[config.mk]
export PLATFORM = sky130hd
export DESIGN_NAME = ber_tlv_stream_walker_unit
export DESIGN_NICKNAME = d
export VERILOG_FILES = /design/src/design/btw_pkg.sv /design/src/design/btw_parser.sv /design/src/design/btw_fifo.sv /design/src/design/ber_tlv_stream_walker_unit.sv
export SDC_FILE = /design/constraint.sdc
export NUM_CORES = 1
export LEC_CHECK = 0
export BUFFER_PORTS_ARGS = -buffer_cell sky130_fd_sc_hd__buf_2
export CELL_PAD_IN_SITES_DETAIL_PLACEMENT = 2
export CELL_PAD_IN_SITES_GLOBAL_PLACEMENT = 2
export CORE_ASPECT_RATIO = 1.2
export CORE_UTILIZATION = 42
export CTS_BUF_LIST = sky130_fd_sc_hd__clkbuf_4
export DETAILED_ROUTE_END_ITERATION = 10
export HOLD_SLACK_MARGIN = 0.1
export PLACE_DENSITY = 0.85
export SLEW_MARGIN = 5
export SYNTH_ARGS = -nofsm -noshare
export SYNTH_HDL_FRONTEND = slang
export SYNTH_SLANG_ARGS = --single-unit
[constraint.sdc]
create_clock -name i_clk -period 8.7 [get_ports i_clk]
set_clock_uncertainty 0.05 [all_clocks]
set_input_delay 1.305 -clock i_clk [delete_from_list [all_inputs] [get_ports i_clk]]
set_output_delay 1.305 -clock i_clk [all_outputs]
set_load 0.01 [all_outputs]
[src/design/btw_pkg.sv]
// Shared types, constants and tag helpers for the BER TLV stream walker.
// Used by the parser, the result queue and the top level; depends on nothing.
package btw_pkg;

    // Width of the message byte counter and the number of long-form length bytes.
    localparam int OFFSET_BITS      = 16;
    localparam int MAX_LENGTH_BYTES = 2;
    localparam int POS_W            = OFFSET_BITS;
    localparam int NEXT_W           = ((OFFSET_BITS > 16) ? OFFSET_BITS : 16) + 2;
    localparam int LBL_W            = 2;
    localparam logic [OFFSET_BITS-1:0] OFFSET_MASK = '1;

    // Result queue sizing.
    localparam int FIFO_DEPTH = 4;
    localparam int FIFO_PTR_W = $clog2(FIFO_DEPTH);
    localparam int FIFO_CNT_W = $clog2(FIFO_DEPTH + 1);

    // Parser phases.
    localparam logic [2:0] PH_IDLE      = 3'd0;
    localparam logic [2:0] PH_TAG       = 3'd1;
    localparam logic [2:0] PH_LEN_FIRST = 3'd2;
    localparam logic [2:0] PH_LEN_MORE  = 3'd3;
    localparam logic [2:0] PH_INT       = 3'd4;
    localparam logic [2:0] PH_SKIP      = 3'd5;
    localparam logic [2:0] PH_ERROR     = 3'd6;

    // Record status codes.
    localparam logic [1:0] ST_OK       = 2'd0;
    localparam logic [1:0] ST_BAD_LEN  = 2'd1;
    localparam logic [1:0] ST_BAD_TYPE = 2'd2;
    localparam logic [1:0] ST_BAD_FORM = 2'd3;

    // Record kinds.
    localparam logic KIND_HEADER = 1'b0;
    localparam logic KIND_VALUE  = 1'b1;

    // Length octet fields.
    localparam logic [7:0] LONG_FORM_BIT  = 8'h80;
    localparam logic [7:0] LEN_COUNT_MASK = 8'h7F;

    // Known tags.
    localparam logic [7:0] T_INTEGER  = 8'h02;
    localparam logic [7:0] T_OCTETS   = 8'h04;
    localparam logic [7:0] T_NULL     = 8'h05;
    localparam logic [7:0] T_OID      = 8'h06;
    localparam logic [7:0] T_SEQUENCE = 8'h30;
    localparam logic [7:0] T_IPADDR   = 8'h40;
    localparam logic [7:0] T_COUNTER  = 8'h41;
    localparam logic [7:0] T_GAUGE    = 8'h42;
    localparam logic [7:0] T_TICKS    = 8'h43;
    localparam logic [7:0] T_OPAQUE   = 8'h44;
    localparam logic [7:0] T_PDU_LO   = 8'hA0;
    localparam logic [7:0] T_PDU_HI   = 8'hA4;

    localparam logic [2:0] INT_LEN_CAP   = 3'd4;
    localparam logic [2:0] INT_LEN_RESET = 3'd4;

    typedef struct packed {
        logic        kind;
        logic [7:0]  tag;
        logic [15:0] vlen;
        logic [15:0] hoff;
        logic [15:0] voff;
        logic [15:0] noff;
        logic [1:0]  status;
        logic [31:0] ival;
        logic        last;
    } t_rec;

    function automatic logic is_constructed(input logic [7:0] t);
        return (t == T_SEQUENCE) || ((t >= T_PDU_LO) && (t <= T_PDU_HI));
    endfunction

    function automatic logic is_int_class(input logic [7:0] t);
        return (t == T_INTEGER) || (t == T_COUNTER) || (t == T_GAUGE) || (t == T_TICKS);
    endfunction

    function automatic logic is_known(input logic [7:0] t);
        return is_constructed(t) || is_int_class(t) || (t == T_OCTETS) ||
               (t == T_NULL) || (t == T_OID) || (t == T_IPADDR) || (t == T_OPAQUE);
    endfunction

endpackage

[src/design/btw_parser.sv]
// Per-byte TLV parser state and the record logic for one message byte.
// Depends on btw_pkg for phases, tags and the record type.
module btw_parser (
    input  logic          i_clk,
    input  logic          i_rst_n,
    input  logic          i_en,
    input  logic [7:0]    i_byte,
    input  logic          i_first,
    input  logic [2:0]    i_int_max_len,
    output btw_pkg::t_rec o_rec0,
    output btw_pkg::t_rec o_rec1,
    output logic [1:0]    o_num
);

    logic [2:0]                      r_phase, n_phase;
    logic [btw_pkg::POS_W-1:0]       r_pos, n_pos;
    logic [btw_pkg::POS_W-1:0]       r_hoff, n_hoff;
    logic [7:0]                      r_tag, n_tag;
    logic [15:0]                     r_lacc, n_lacc;
    logic [btw_pkg::LBL_W-1:0]       r_lbl, n_lbl;
    logic [15:0]                     r_vbl, n_vbl;
    logic [31:0]                     r_vacc, n_vacc;

    logic [2:0]                      phase_eff;
    logic [btw_pkg::POS_W-1:0]       pos_eff;
    logic [15:0]                     lacc_eff;
    logic [btw_pkg::LBL_W-1:0]       lbl_eff;
    logic [15:0]                     vbl_eff;
    logic [31:0]                     vacc_eff;
    logic                            active;
    logic [btw_pkg::POS_W:0]         pos_p1;
    logic                            fin_do;
    logic [15:0]                     fin_len;
    logic [btw_pkg::NEXT_W-1:0]      next_off;
    logic [2:0]                      lim;
    logic                            len_bad;
    logic                            ovf;
    logic [31:0]                     acc_base;
    logic [6:0]                      cnt;
    logic [btw_pkg::POS_W-1:0]       int_voff;
    btw_pkg::t_rec                   rec0, rec1;
    logic [1:0]                      num;

    always_comb begin
        // A message start restarts the parser before the byte is looked at.
        phase_eff = r_phase;
        pos_eff   = r_pos;
        lacc_eff  = r_lacc;
        lbl_eff   = r_lbl;
        vbl_eff   = r_vbl;
        vacc_eff  = r_vacc;
        if (i_first) begin
            phase_eff = btw_pkg::PH_TAG;
            pos_eff   = '0;
            lacc_eff  = '0;
            lbl_eff   = '0;
            vbl_eff   = '0;
            vacc_eff  = '0;
        end

        n_phase = phase_eff;
        n_pos   = pos_eff;
        n_hoff  = r_hoff;
        n_tag   = r_tag;
        n_lacc  = lacc_eff;
        n_lbl   = lbl_eff;
        n_vbl   = vbl_eff;
        n_vacc  = vacc_eff;

        active   = (phase_eff != btw_pkg::PH_IDLE) && (phase_eff < btw_pkg::PH_ERROR);
        pos_p1   = {1'b0, pos_eff} + {{btw_pkg::POS_W{1'b0}}, 1'b1};
        fin_do   = 1'b0;
        fin_len  = '0;
        cnt      = i_byte[6:0] & btw_pkg::LEN_COUNT_MASK[6:0];
        acc_base = vacc_eff;
        int_voff = btw_pkg::POS_W'(pos_p1) - btw_pkg::POS_W'(lacc_eff);
        rec0     = '0;
        rec1     = '0;
        num      = 2'd0;

        if (active) begin
            case (phase_eff)
                btw_pkg::PH_TAG: begin
                    n_hoff = pos_eff;
                    n_tag  = i_byte;
                    n_lacc = '0;
                    if (!btw_pkg::is_known(i_byte)) begin
                        rec0.status = btw_pkg::ST_BAD_TYPE;
                        n_phase     = btw_pkg::PH_ERROR;
                        num         = 2'd1;
                    end else begin
                        n_phase = btw_pkg::PH_LEN_FIRST;
                    end
                end
                btw_pkg::PH_LEN_FIRST: begin
                    if ((i_byte & btw_pkg::LONG_FORM_BIT) == 8'd0) begin
                        n_lacc  = {8'd0, i_byte};
                        fin_len = {8'd0, i_byte};
                        fin_do  = 1'b1;
                    end else if ((cnt == 7'd0) || (cnt > 7'(btw_pkg::MAX_LENGTH_BYTES))) begin
                        rec0.status = btw_pkg::ST_BAD_FORM;
                        n_phase     = btw_pkg::PH_ERROR;
                        num         = 2'd1;
                    end else begin
                        n_lacc  = '0;
                        n_lbl   = cnt[btw_pkg::LBL_W-1:0];
                        n_phase = btw_pkg::PH_LEN_MORE;
                    end
                end
                btw_pkg::PH_LEN_MORE: begin
                    if (lacc_eff[15:8] != 8'd0) begin
                        rec0.status = btw_pkg::ST_BAD_FORM;
                        n_phase     = btw_pkg::PH_ERROR;
                        num         = 2'd1;
                    end else begin
                        n_lacc = {lacc_eff[7:0], i_byte};
                        n_lbl  = lbl_eff - btw_pkg::LBL_W'(1);
                        if (n_lbl == '0) begin
                            fin_len = {lacc_eff[7:0], i_byte};
                            fin_do  = 1'b1;
                        end
                    end
                end
                btw_pkg::PH_INT: begin
                    // The leading byte of a negative INTEGER fills the accumulator with ones.
                    if ((vbl_eff == lacc_eff) && (r_tag == btw_pkg::T_INTEGER) && i_byte[7]) begin
                        acc_base = '1;
                    end
                    n_vacc = {acc_base[23:0], i_byte};
                    n_vbl  = vbl_eff - 16'd1;
                    if (n_vbl == 16'd0) begin
                        rec0.kind = btw_pkg::KIND_VALUE;
                        rec0.vlen = lacc_eff;
                        rec0.voff = 16'(int_voff);
                        rec0.noff = 16'(pos_p1);
                        rec0.ival = n_vacc;
                        n_phase   = btw_pkg::PH_TAG;
                        num       = 2'd1;
                    end
                end
                btw_pkg::PH_SKIP: begin
                    n_vbl = vbl_eff - 16'd1;
                    if (n_vbl == 16'd0) begin
                        n_phase = btw_pkg::PH_TAG;
                    end
                end
                default: begin
                    n_phase = btw_pkg::PH_IDLE;
                end
            endcase
            n_pos = btw_pkg::POS_W'(pos_p1);
        end

        // Header completion: length rules, offset range and the next phase.
        lim = (i_int_max_len > btw_pkg::INT_LEN_CAP) ? btw_pkg::INT_LEN_CAP : i_int_max_len;
        if (btw_pkg::is_constructed(r_tag) || (r_tag == btw_pkg::T_NULL)) begin
            next_off = btw_pkg::NEXT_W'(pos_p1);
        end else begin
            next_off = btw_pkg::NEXT_W'(pos_p1) + btw_pkg::NEXT_W'(fin_len);
        end
        len_bad = ((r_tag == btw_pkg::T_NULL) && (fin_len != 16'd0)) ||
                  ((r_tag == btw_pkg::T_IPADDR) && (fin_len != 16'd4)) ||
                  (btw_pkg::is_int_class(r_tag) && (fin_len > 16'(lim)));
        ovf = pos_p1[btw_pkg::POS_W] ||
              (next_off > btw_pkg::NEXT_W'(btw_pkg::OFFSET_MASK));

        if (fin_do) begin
            rec0.vlen = fin_len;
            num       = 2'd1;
            if (ovf) begin
                rec0.status = btw_pkg::ST_BAD_FORM;
                n_phase     = btw_pkg::PH_ERROR;
            end else if (len_bad) begin
                rec0.status = btw_pkg::ST_BAD_LEN;
                rec0.voff   = 16'(pos_p1);
                n_phase     = btw_pkg::PH_ERROR;
            end else begin
                rec0.voff = 16'(pos_p1);
                rec0.noff = 16'(next_off);
                n_vbl     = fin_len;
                n_vacc    = '0;
                if (btw_pkg::is_constructed(r_tag) || (r_tag == btw_pkg::T_NULL)) begin
                    n_phase = btw_pkg::PH_TAG;
                end else if (btw_pkg::is_int_class(r_tag)) begin
                    if (fin_len == 16'd0) begin
                        // An empty integer gets its value record on the same byte.
                        rec1.kind = btw_pkg::KIND_VALUE;
                        rec1.voff = 16'(pos_p1);
                        rec1.noff = 16'(next_off);
                        n_phase   = btw_pkg::PH_TAG;
                        num       = 2'd2;
                    end else begin
                        n_phase = btw_pkg::PH_INT;
                    end
                end else begin
                    n_phase = (fin_len == 16'd0) ? btw_pkg::PH_TAG : btw_pkg::PH_SKIP;
                end
            end
        end

        rec0.tag  = n_tag;
        rec0.hoff = 16'(n_hoff);
        rec1.tag  = n_tag;
        rec1.hoff = 16'(n_hoff);
        rec0.last = (num == 2'd1);
        rec1.last = (num == 2'd2);
    end

    always_ff @(posedge i_clk) begin
        if (!i_rst_n) begin
            r_phase <= btw_pkg::PH_IDLE;
            r_pos   <= '0;
            r_hoff  <= '0;
            r_tag   <= '0;
            r_lacc  <= '0;
            r_lbl   <= '0;
            r_vbl   <= '0;
            r_vacc  <= '0;
        end else if (i_en) begin
            r_phase <= n_phase;
            r_pos   <= n_pos;
            r_hoff  <= n_hoff;
            r_tag   <= n_tag;
            r_lacc  <= n_lacc;
            r_lbl   <= n_lbl;
            r_vbl   <= n_vbl;
            r_vacc  <= n_vacc;
        end
    end

    assign o_rec0 = rec0;
    assign o_rec1 = rec1;
    assign o_num  = i_en ? num : 2'd0;

endmodule

[src/design/btw_fifo.sv]
// Result queue: takes up to two records a cycle, hands out one.
// Depends on btw_pkg for the record type and the queue depth.
module btw_fifo (
    input  logic                           i_clk,
    input  logic                           i_rst_n,
    input  logic [1:0]                     i_push_num,
    input  btw_pkg::t_rec                  i_rec0,
    input  btw_pkg::t_rec                  i_rec1,
    input  logic                           i_pop,
    output logic                           o_valid,
    output btw_pkg::t_rec                  o_rec,
    output logic [btw_pkg::FIFO_CNT_W-1:0] o_count
);

    btw_pkg::t_rec                   r_mem [btw_pkg::FIFO_DEPTH];
    logic [btw_pkg::FIFO_PTR_W-1:0]  r_wr_ptr, r_rd_ptr;
    logic [btw_pkg::FIFO_CNT_W-1:0]  r_count, n_count;
    logic                            pop;

    assign pop = i_pop && (r_count != '0);

    always_comb begin
        n_count = r_count + btw_pkg::FIFO_CNT_W'(i_push_num) -
                  btw_pkg::FIFO_CNT_W'(pop);
    end

    always_ff @(posedge i_clk) begin
        if (i_push_num != 2'd0) begin
            r_mem[r_wr_ptr] <= i_rec0;
        end
        if (i_push_num == 2'd2) begin
            r_mem[r_wr_ptr + btw_pkg::FIFO_PTR_W'(1)] <= i_rec1;
        end
    end

    always_ff @(posedge i_clk) begin
        if (!i_rst_n) begin
            r_wr_ptr <= '0;
            r_rd_ptr <= '0;
            r_count  <= '0;
        end else begin
            r_wr_ptr <= r_wr_ptr + btw_pkg::FIFO_PTR_W'(i_push_num);
            r_rd_ptr <= r_rd_ptr + btw_pkg::FIFO_PTR_W'(pop);
            r_count  <= n_count;
        end
    end

    assign o_valid = (r_count != '0);
    assign o_rec   = r_mem[r_rd_ptr];
    assign o_count = r_count;

endmodule

[src/design/ber_tlv_stream_walker_unit.sv]
// Top level of the BER TLV stream walker: input register, parser, result queue.
// Depends on btw_pkg, btw_parser and btw_fifo.
// A byte accepted on the slave side waits in the input register until the parser takes
// it; its records are written into the result queue and show on the master side from there.
// Throughput: one byte per cycle; the byte is parsed only while the four-entry result
// queue holds at most two records, so output back-pressure stalls the input side.
// Reset (synchronous, active low): parser idle until a message start, queue empty,
// int_max_len back to 4.
module ber_tlv_stream_walker_unit (
    input  logic          i_clk,
    input  logic          i_rst_n,
    // Configuration: int_max_len.
    input  logic          i_cfg_wr_en,
    input  logic [2:0]    i_cfg_wr_data,
    // Slave side.
    input  logic          s_axis_tvalid,
    output logic          s_axis_tready,
    input  logic [7:0]    s_axis_tdata,   // [7:0] data_byte
    input  logic          s_axis_tuser,   // [0] first
    // Master side.
    output logic          m_axis_tvalid,
    input  logic          m_axis_tready,
    output logic [111:0]  m_axis_tdata,   // [7:0] tag_byte, [23:8] value_length,
                                          // [39:24] header_offset, [55:40] value_offset,
                                          // [71:56] next_offset, [73:72] status,
                                          // [105:74] int_value, [111:106] zero
    output logic          m_axis_tuser,   // [0] record_kind
    output logic          m_axis_tlast    // last_of_run
);

    logic                           r_in_valid;
    logic [7:0]                     r_in_byte;
    logic                           r_in_first;
    logic [2:0]                     r_int_max_len;

    logic                           fire;
    logic                           room;
    btw_pkg::t_rec                  rec0, rec1, out_rec;
    logic [1:0]                     push_num;
    logic [btw_pkg::FIFO_CNT_W-1:0] fifo_count;
    logic                           out_valid;

    // The queue must be able to absorb the two records one byte can cause. The check
    // uses the registered count only, so master-side ready never reaches slave-side ready.
    assign room = (fifo_count <= btw_pkg::FIFO_CNT_W'(btw_pkg::FIFO_DEPTH - 2));
    assign fire = r_in_valid && room;
    assign s_axis_tready = !r_in_valid || fire;

    // The configuration register must be written only while the block is idle; the block does not enforce this.
    always_ff @(posedge i_clk) begin
        if (!i_rst_n) begin
            r_int_max_len <= btw_pkg::INT_LEN_RESET;
        end else if (i_cfg_wr_en) begin
            r_int_max_len <= i_cfg_wr_data;
        end
    end

    // Input register: holds one byte transaction until the parser takes it.
    always_ff @(posedge i_clk) begin
        if (!i_rst_n) begin
            r_in_valid <= 1'b0;
        end else if (s_axis_tready) begin
            r_in_valid <= s_axis_tvalid;
        end
    end

    always_ff @(posedge i_clk) begin
        if (s_axis_tready && s_axis_tvalid) begin
            r_in_byte  <= s_axis_tdata;
            r_in_first <= s_axis_tuser;
        end
    end

    btw_parser u_parser (
        .i_clk         (i_clk),
        .i_rst_n       (i_rst_n),
        .i_en          (fire),
        .i_byte        (r_in_byte),
        .i_first       (r_in_first),
        .i_int_max_len (r_int_max_len),
        .o_rec0        (rec0),
        .o_rec1        (rec1),
        .o_num         (push_num)
    );

    btw_fifo u_fifo (
        .i_clk      (i_clk),
        .i_rst_n    (i_rst_n),
        .i_push_num (push_num),
        .i_rec0     (rec0),
        .i_rec1     (rec1),
        .i_pop      (m_axis_tready),
        .o_valid    (out_valid),
        .o_rec      (out_rec),
        .o_count    (fifo_count)
    );

    assign m_axis_tvalid = out_valid;
    assign m_axis_tdata  = {6'd0, out_rec.ival, out_rec.status, out_rec.noff,
                            out_rec.voff, out_rec.hoff, out_rec.vlen, out_rec.tag};
    assign m_axis_tuser  = out_rec.kind;
    assign m_axis_tlast  = out_rec.last;

    // The queue never holds more records than it has entries.
    a_fifo_bound: assert property (@(posedge i_clk) disable iff (!i_rst_n)
        fifo_count <= btw_pkg::FIFO_CNT_W'(btw_pkg::FIFO_DEPTH))
        else $error("result queue over its depth");

    // Records enter the queue only when a byte is parsed.
    a_no_push_idle: assert property (@(posedge i_clk) disable iff (!i_rst_n)
        !fire |=> fifo_count <= $past(fifo_count))
        else $error("result queue grew without a parsed byte");

    // A byte causing two records gives a header and then a value, the value last.
    a_pair_order: assert property (@(posedge i_clk) disable iff (!i_rst_n)
        push_num == 2'd2 |-> (rec0.kind == btw_pkg::KIND_HEADER) &&
                             (rec1.kind == btw_pkg::KIND_VALUE) && !rec0.last && rec1.last)
        else $error("bad record pair from one byte");

endmodule
======== Yosys cells after proc, flatten, opt, wreduce, memory -nomap -nowiden ========
Memory sizes are Yosys's and may differ from the RTL's. A register that Yosys moved wholly into a read port is not among the register bits.
Index checks and enable logic that the tools add are counted.
word-level totals
  memories kept ........................... 1
  output and inout port bits .............. 116
  input port bits ......................... 17
  bits in writable memories ............... 432
  register bits ........................... 129
  word-level logic and storage cells ...... 217
memory list
  memory        depth  width  read ports  clocked after Yosys merged registers in  write ports  RTL line        text
  u_fifo.r_mem  4      108    1           1                                        2            btw_fifo.sv:15  btw_pkg::t_rec r_mem [btw_pkg::FIFO_DEPTH];
operators by class
  multiplexer cells ....................... 111
  equality and inequality tests ........... 27
  magnitude comparators ................... 10
  reductions and logical operators ........ 43
  $add $sub $neg .......................... 10
operators by type and width
  kind                   number
  $mux 32                17
  $mux 16                23
  $eq 8x7->1 const B     9
  $mux 66                1
  $pmux 16 s3            1
  $mux 3                 15
  $mux 2                 21
  $mux 34                1
  $eq 8x3->1 const B     4
  $logic_not 16->1       2
  $pmux 16 s2            1
  $mux 24                1
  $mux 8                 3
  $mux 1                 21
  $logic_or 1x1->1       20
  $add 17x16->18         1
  $gt 18x16->1 const B   1
  $mux 18                1
  $add 16x1->17 const B  1
  $eq 16x16->1           1
  $eq 8x2->1 const B     2
  $eq 8x6->1 const B     2
  $ge 8x8->1 const B     2
  $gt 16x3->1            1
  34 further kinds       49

======== Logic depth before layout (Yosys ltp) ========
Gate-level depths: netlist of the first run.
  depth in word-level cells ............... 18
  gate-level depth with buffers ........... 28

======== Hierarchy ========
Synthesis of the first run repeated with hierarchy kept, for this count alone.
second synthesis, totals
  cells, all modules ...................... 2,533
  area, all modules ....................... 31,400.1 µm²
modules (own cells, without submodules)
  module                      times used  cells an instance  area each (µm²)  sequential area each (µm²)
  btw_fifo                    1           1,089              21,292.9         13,112.6
  btw_parser                  1           1,409              9,613.0          2,021.9
  ber_tlv_stream_walker_unit  1           35                 494.2            350.3

======== Worst setup path after synthesis of the first run ========
No wires, ideal clock.
  path type ............................... reg-to-reg
  start ................................... register r_in_first
  end ..................................... memory u_fifo.r_mem[1][0] in the netlist's numbering (enable)
  buffers on the path ..................... 5
  slack ................................... 2.142 ns
  library setup time ...................... 0.412 ns
  data arrival time ....................... 6.096 ns
  stages on the path, launching flop included .. 25
  path through ............................ edfxtp_1 > buf_2 > inv_1 > clkbuf_1 > nand2_1 > inv_1 > ha_1 > and3_1 > and4_1 > nor2b_1 > xnor2_1 > or2_2 > clkbuf_1 > inv_1 > ha_1 > a31oi_1 > o211a_1 > a22o_1 > a311oi_2 > or3_1 > buf_2 > nor2_1 > nor2_4 > buf_2 > inv_1
RTL lines
  item                    RTL line                          text
  from (decl)             ber_tlv_stream_walker_unit.sv:33  logic r_in_first;
  from (signal assigned)  ber_tlv_stream_walker_unit.sv:70  r_in_first <= s_axis_tuser;
  to (decl)               btw_fifo.sv:15

==> impl_metrics.env, run 1 <==
export IMPL_status="completed"
export IMPL_yosys_warnings=0
export IMPL_seq_power_share_pct=42.4
export IMPL_syn_to_final_growth_pct=11.29
export IMPL_swShare_pct=33.58
export IMPL_path_clk_slew_ns=0.07
export IMPL_crit_slowest_cell="a311oi_2"
export IMPL_startpoint_type="flip-flop"
export IMPL_r2r_start="r_in_first$_DFFE_PP_"
export IMPL_whs_path_depth=1
export IMPL_drt_total_wl_um=118300
export IMPL_drv_slew=0
export IMPL_synth_cell_type_count=87
export IMPL_holdWs_ns=0.3862
export IMPL_ant_nets=0
export IMPL_worst_slew_margin_rel_pct=3.409
export IMPL_synth_edff_count=241
export IMPL_clockBufferDepth=3
export IMPL_nNetsFinal=2939
export IMPL_synth_top_area_share_pct=26.41
export IMPL_post_cts_setup_buffers=0
export IMPL_r2r_end="u_fifo.r_mem[1][56]$_DFFE_PP_"
export IMPL_async_reset_ff_share_pct=0
export IMPL_min_path_type="input pin to flip-flop"
export IMPL_arrival_ns=7.94
export IMPL_die_y_um=281.8
export IMPL_floorplan_rows=102
export IMPL_core_um2=64580
export IMPL_antenna_found_initial=4
export IMPL_synth_top_area_cell="edfxtp_1"
export IMPL_synthesis_instances=2770
export IMPL_r2r_setup_slack_ns=1.43
export IMPL_grt_pass1_vias=26670
export IMPL_critPathCaptureType="flip-flop"
export IMPL_rsz0062_at_grt="no"
export IMPL_maxCapViolCount=0
export IMPL_cts_inserted_buffers=150
export IMPL_tns_ns=0
export IMPL_port_buffers=126
export IMPL_fp_dieW_um=235.2
export IMPL_gp_congestion=0.9428
export IMPL_grt_total_usage_pct=35.80
export IMPL_period_share_pct=83.59
export IMPL_vdd_drop_max_v=0.0001420
export IMPL_power_switching_mw=2.405
export IMPL_wire_per_inst_um=30.91
export IMPL_max_freq_mhz=137.5
export IMPL_worst_setup_path_type="flip-flop to flip-flop"
export IMPL_worst_skew_pair_late_latency_ns=1.06
export IMPL_worstPathRequired_ns=9.37
export IMPL_synth_main_ff_cell="dfxtp_1"
export IMPL_cts_resized=0
export IMPL_min_to="r_in_byte[7]$_DFFE_PP_"
export IMPL_internal_power_mw=4.758
export IMPL_dp_worst_setup_slack_ns=1.550
export IMPL_clock_sinks=553
export IMPL_grt_pass1_wl_um=175700
export IMPL_yosys_top_cells_area="edfxtp_1, dfxtp_1, mux4_2"
export IMPL_period_needed_ns=7.272
export IMPL_die_area_um2=66280
export IMPL_p_leak_nw=10.95
export IMPL_htreeDepth=4
export IMPL_cts_hold_buf=0
export IMPL_finalSetupViolations=0
export IMPL_fin_ws_ns=1.428
export IMPL_p_per_area_nw_per_um2=234.8
export IMPL_clkPwrFrac_pct=34.7
export IMPL_drcViolationCount=0
export IMPL_hold_start="s_axis_tdata[7]"
export IMPL_worstMarginPinSlew_ns=1.409
export IMPL_io_pins=133
export IMPL_p_comb_share_pct=22.8
export IMPL_cts_tree="yes"
export IMPL_ys_seq_elements=553
export IMPL_path_cells="buf_4 > nor4bb_1 > nand4_1 > nand2_1 > nand2_1 > inv_1 > ha_1 > fa_1 > a21o_1 > a31oi_1 > a211o_1 > a211o_1 > a311oi_2 > or3_1 > nor2_4 > nor2_4 > inv_2 > buf_4"
export IMPL_grt_max_degree=69
export IMPL_place_hpwl_um=75020
export IMPL_hold_viol=0
export IMPL_start_util_pct=42.44
export IMPL_r2r_cells=18
export IMPL_dr_pass1_iters=6
export IMPL_grt_overflow=0
export IMPL_via_count=24240
export IMPL_nFillCells=6888
export IMPL_ys_seq_area_share_pct=49.20
export IMPL_synth_area_um2=27410
export IMPL_drive_above_1_share_pct=19.57
export IMPL_worst_path_max_fanout=35
export IMPL_synth_area_per_cell_um2=9.894
export IMPL_cpPeakStageDelay_ns=0.66
export IMPL_root_buffer="clkbuf_4"
export IMPL_via_per_inst=6.335
export IMPL_dr_first_iter_drc_count=1860
==> worst max-delay path, delay by kind of cell, from the launching register on <==
kind | cells | cell delay [ns]
compound gates | 5 | 1.59
fa+ha+maj | 2 | 0.47
flops | 1 | 0.41
buf+inv | 4 | 1.46
simple gates | 7 | 2.96
==> cells in the final DEF (no fill, tap or decap), types with 9 or more instances in the layout <==
cell type    n
nand3_1     48
nor2_1     322
mux2i_1     39
nand2b_1    11
dfxtp_1    310
a22oi_1     33
a21boi_0    30
xor2_1      33
edfxtp_1   241
or3_1       10
ha_1        42
nor4_1      14
buf_2      126
o21ai_0     82
mux4_2     108
o22ai_1     97
clkbuf_4   223
a21o_1      12
a211oi_1    32
inv_2        9
buf_4       42
nor2b_1     41
a21oi_1    238
a22o_1      10
and2_1      33
nor3_1      38
nand2_1    426
xnor2_1     36
a31oi_1     23
inv_1       48
nor2_4      11
a211oi_2    10
or2_2       12
o211a_1     32
clkinv_1    28
==> registers in the layout (all words and copies together) (netlist names), 2 cells and up <==
register / count
u_fifo.r_rd_ptr: 2
r_int_max_len: 3
u_parser.r_pos: 16
u_parser.r_vbl: 16
u_parser.r_vacc: 24
u_fifo.o_count: 3
u_parser.r_tag: 8
r_in_byte: 8
u_parser.r_lbl: 2
u_fifo.r_mem: 432
u_parser.r_lacc: 16
u_parser.r_hoff: 16
u_parser.r_phase: 3
u_fifo.r_wr_ptr: 2
==> cell families (layout without fill, tap and decap cells) <==
group	Yosys count	in the layout	synth area share [%]
and+or+nand+nor	1020	1020	16.41
AOI/OAI and AO/OA	662	662	15.42
DFF	553	553	49.20
buffers and inverters	272	491	4.282
muxes	147	147	10.30
xor gates and xnor gates	69	69	2.205
adders and majority gates	46	46	2.173
other	1	7	0.01368
==> final cells by class <==
cell class	instances	area, um^2	share of cell area (%)
Multi-Input combinational cell	1950	12860	42.15
Inverter	53	198.9	0.6522
Tap cell	832	1041	3.413
Sequential cell	553	13490	44.23
Antenna cell	1	2.502	0.008204
Timing Repair Buffer	169	965.9	3.167
Clock buffer	223	1674	5.489
Clock inverter	46	271.5	0.8901
==> worst max path at each step <==
stage / from / to / slack [ns] / depth (start not counted)
global placement: r_in_first$_DFFE_PP_ / u_fifo.r_mem[1][48]$_DFFE_PP_ / 1.80 / 18
global route: r_in_first$_DFFE_PP_ / u_fifo.r_mem[1][56]$_DFFE_PP_ / 0.99 / 19
detailed placement: r_in_first$_DFFE_PP_ / u_fifo.r_mem[1][36]$_DFFE_PP_ / 1.55 / 18
finish: r_in_first$_DFFE_PP_ / u_fifo.r_mem[1][56]$_DFFE_PP_ / 1.43 / 18
CTS: r_in_first$_DFFE_PP_ / u_fifo.r_mem[1][66]$_DFFE_PP_ / 1.46 / 18
floorplan: r_in_first$_DFFE_PP_ / u_fifo.r_mem[1][0]$_DFFE_PP_ / 2.14 / 24
==> Yosys cell counts, drive strengths merged (23+ instances only) <==
| cell type | number |
|---|---|
| nor2 | 334 |
| mux4 | 108 |
| nand2 | 430 |
| a21boi | 30 |
| o211a | 32 |
| mux2i | 39 |
| ha | 42 |
| a211oi | 42 |
| o22ai | 97 |
| and2 | 35 |
| nor2b | 41 |
| clkbuf | 139 |
| xor2 | 33 |
| nor3 | 42 |
| nand3 | 48 |
| xnor2 | 36 |
| edfxtp | 241 |
| buf | 80 |
| o21ai | 86 |
| a31oi | 23 |
| inv | 53 |
| a22oi | 33 |
| a21oi | 243 |
| dfxtp | 312 |
==> routing by layer <==
layer	vias to the layer above	track usage (%)	share of wire, %
li1	10280	-	-
met1	12510	40.37	37
met2	1094	63.20	50
met3	358	6.452	6.3
met4	2	21.79	5.8
met5	-	0	0.0093
==> stage by stage <==
stage	instances	util, %	instance area, um^2	total power [mW]
2_1_floorplan	2775	-	27430	4.065
3_3_place_gp	3557	44.22	28550	4.599
3_5_place_dp	3557	44.22	28550	4.691
4_1_cts	3826	47.23	30500	7.194
5_1_grt	3827	47.23	30500	7.430
6_report	3827	47.23	30500	7.163
==> power groups by stage <==
| stage | Clock (mW) | Combinational [mW] | Sequential [mW] |
|---|---|---|---|
| global route | 2.65 | 1.72 | 3.05 |
| floorplan | 0 | 1.07 | 2.99 |
| detailed placement | 0 | 1.60 | 3.09 |
| global placement | 0 | 1.54 | 3.06 |
| finish | 2.49 | 1.63 | 3.04 |
| CTS | 2.53 | 1.63 | 3.04 |
Power figures use the tool's default switching activity.
==> inputs of run 2 (changes only) <==
- clock period: 8.7 -> 7.29 ns (I/O delays scaled with it)
==> impl_metrics.env, run 2 (same netlist as run 1, synthesis figures left out) <==
export IMPL_drv_slew=0
export IMPL_layout_commonest_cell="nand2_1"
export IMPL_place_hpwl_um=73640
export IMPL_worstMarginPinSlew_ns=1.230
export IMPL_grt_pass1_wl_um=175600
export IMPL_finalSetupViolations=0
export IMPL_period_needed_ns=6.673
export IMPL_via_count=24360
export IMPL_via_per_inst=6.337
export IMPL_swShare_pct=32.97
export IMPL_seq_power_share_pct=42.4
export IMPL_hold_viol=0
export IMPL_power_mw=8.615
export IMPL_path_clk_slew_ns=0.07
export IMPL_drt_total_wl_um=118100
export IMPL_grt_overflow=0
export IMPL_drcViolationCount=0
export IMPL_clock_sinks=553
export IMPL_dp_worst_setup_slack_ns=0.8504
export IMPL_largest_reg_flops=432
export IMPL_max_freq_mhz=149.9
export IMPL_worst_slew_margin_rel_pct=17.15
export IMPL_syn_to_final_growth_pct=11.99
export IMPL_clockBufferDepth=3
export IMPL_io_pins=133
export IMPL_mostFrequentLayoutCells="nand2_1, nor2_1, dfxtp_1, edfxtp_1, a21oi_1"
export IMPL_power_switching_mw=2.840
export IMPL_p_leak_nw=11.07
export IMPL_cts_resized=0
export IMPL_arrival_ns=7.52
export IMPL_p_per_area_nw_per_um2=280.7
export IMPL_dr_pass1_iters=7
export IMPL_min_path_type="input pin to flip-flop"
export IMPL_tns_ns=0
export IMPL_worst_path_max_fanout=37
export IMPL_port_buffers=126
export IMPL_r2r_setup_slack_ns=0.62
export IMPL_core_um2=64580
export IMPL_internal_power_mw=5.775
export IMPL_grt_pass1_vias=26800
export IMPL_fp_dieW_um=235.2
export IMPL_design_area_um2=30690
export IMPL_startpoint_type="flip-flop"
export IMPL_drive_above_1_share_pct=20.15
export IMPL_status="completed"
export IMPL_die_y_um=281.8
export IMPL_grt_max_degree=108
export IMPL_place_area_um2=28680
export IMPL_maxCapViolCount=0
export IMPL_clkPwrFrac_pct=35.5
export IMPL_holdWs_ns=0.2172
export IMPL_cts_hold_buf=0
export IMPL_grt_total_usage_pct=35.68
export IMPL_nFillCells=6895
export IMPL_floorplan_rows=102
export IMPL_die_area_um2=66280
export IMPL_root_buffer="clkbuf_4"
export IMPL_post_cts_setup_buffers=0
export IMPL_wire_per_inst_um=30.71
export IMPL_worst_setup_path_type="flip-flop to flip-flop"
export IMPL_period_share_pct=91.54
export IMPL_htreeDepth=4
export IMPL_critPathCaptureType="flip-flop"
export IMPL_worst_skew_pair_late_latency_ns=1.02
export IMPL_vdd_drop_max_v=0.0003236
export IMPL_p_comb_share_pct=22.0
export IMPL_start_util_pct=42.44
export IMPL_nNetsFinal=2956
export IMPL_gp_congestion=0.9395
export IMPL_worstPathRequired_ns=8.14
export IMPL_dr_first_iter_drc_count=1781
export IMPL_reg_top3="u_fifo.r_mem x432, u_parser.r_vacc x24"
export IMPL_cts_tree="yes"
export IMPL_fin_ws_ns=0.6168
export IMPL_rsz0062_at_grt="no"
export IMPL_ant_nets=0
export IMPL_antenna_found_initial=2
export IMPL_cts_inserted_buffers=152
export IMPL_top_register="u_fifo.r_mem"
==> run 2: changes by cell type in the layout (fill, tap and decap cells not counted), sizes merged <==
cell / delta
bufinv: +1
clkinvlp: -1
clkbuf: +13
buf: +15
inv: -6
clkinv: -4
==> run 2: path summary, 6_finish.rpt <==
path,startpoint,end,depth (start not counted)
setup / recovery,r_in_first$_DFFE_PP_,u_fifo.o_count[2]$_SDFF_PN0_,23
hold / removal,s_axis_tdata[6],r_in_byte[6]$_DFFE_PP_,1
setup reg to reg,r_in_first$_DFFE_PP_,u_fifo.o_count[2]$_SDFF_PN0_,23
hold reg to reg,u_fifo.r_mem[1][16]$_SDFFE_PP0N_,u_fifo.r_mem[1][16]$_SDFFE_PP0N_,2
==> run 2: stage by stage <==
stage	utilization [%]	std cells
floorplan	-	2775
detailed placement	44.41	3572
global placement	44.41	3572
CTS	47.53	3844
finish	47.53	3845
global route	47.53	3845
==> run 2: per-layer routing <==
metal | vias to the layer above | GRT usage, % | share of wire [%]
li1 | 10300 | - | -
met1 | 12730 | 40.93 | 38
met2 | 1031 | 63.14 | 51
met3 | 309 | 6.354 | 5.8
met4 | 0 | 19.67 | 5.1
met5 | - | 0 | 0
==> run 2: worst max-delay path, stage by stage (launching register included) <==
cell and delay, ns:
edfxtp_1 0.50, buf_4 0.31, nor4bb_1 0.49, nand4_1 0.15
buf_4 0.23, nand2_1 0.30, nand2_1 0.16, inv_1 0.11
ha_1 0.24, fa_1 0.24, a21o_1 0.15, a31oi_1 0.12
a211o_1 0.30, a211o_1 0.37, a311oi_2 0.70, nor3_1 0.26
nor3_2 0.38, inv_1 0.11, ha_1 0.30, inv_1 0.05
ha_1 0.20, fa_1 0.47, xnor2_1 0.16, and2_1 0.19
==> run 2: area by class of cell <==
| cell class | instances | area, um^2 | area share (%) |
|---|---|---|---|
| antenna | 1 | 2.502 | 0.008153 |
| clock buffer | 236 | 1772 | 5.772 |
| clock inverter | 36 | 242.7 | 0.7908 |
| inverter | 53 | 198.9 | 0.6482 |
| multi-input combinational | 1950 | 12850 | 41.88 |
| sequential | 553 | 13490 | 43.95 |
| tap | 832 | 1041 | 3.392 |
| timing repair buffer | 184 | 1091 | 3.555 |
==> run 2: power groups by stage <==
stage / clock (mW) / combinational [mW] / sequential [mW]
after global placement: 0 / 1.80 / 3.68
after global routing: 3.24 / 2.00 / 3.68
final: 3.06 / 1.90 / 3.66
after floorplan: 0 / 1.28 / 3.57
after detailed placement: 0 / 1.86 / 3.71
after CTS: 3.10 / 1.89 / 3.65
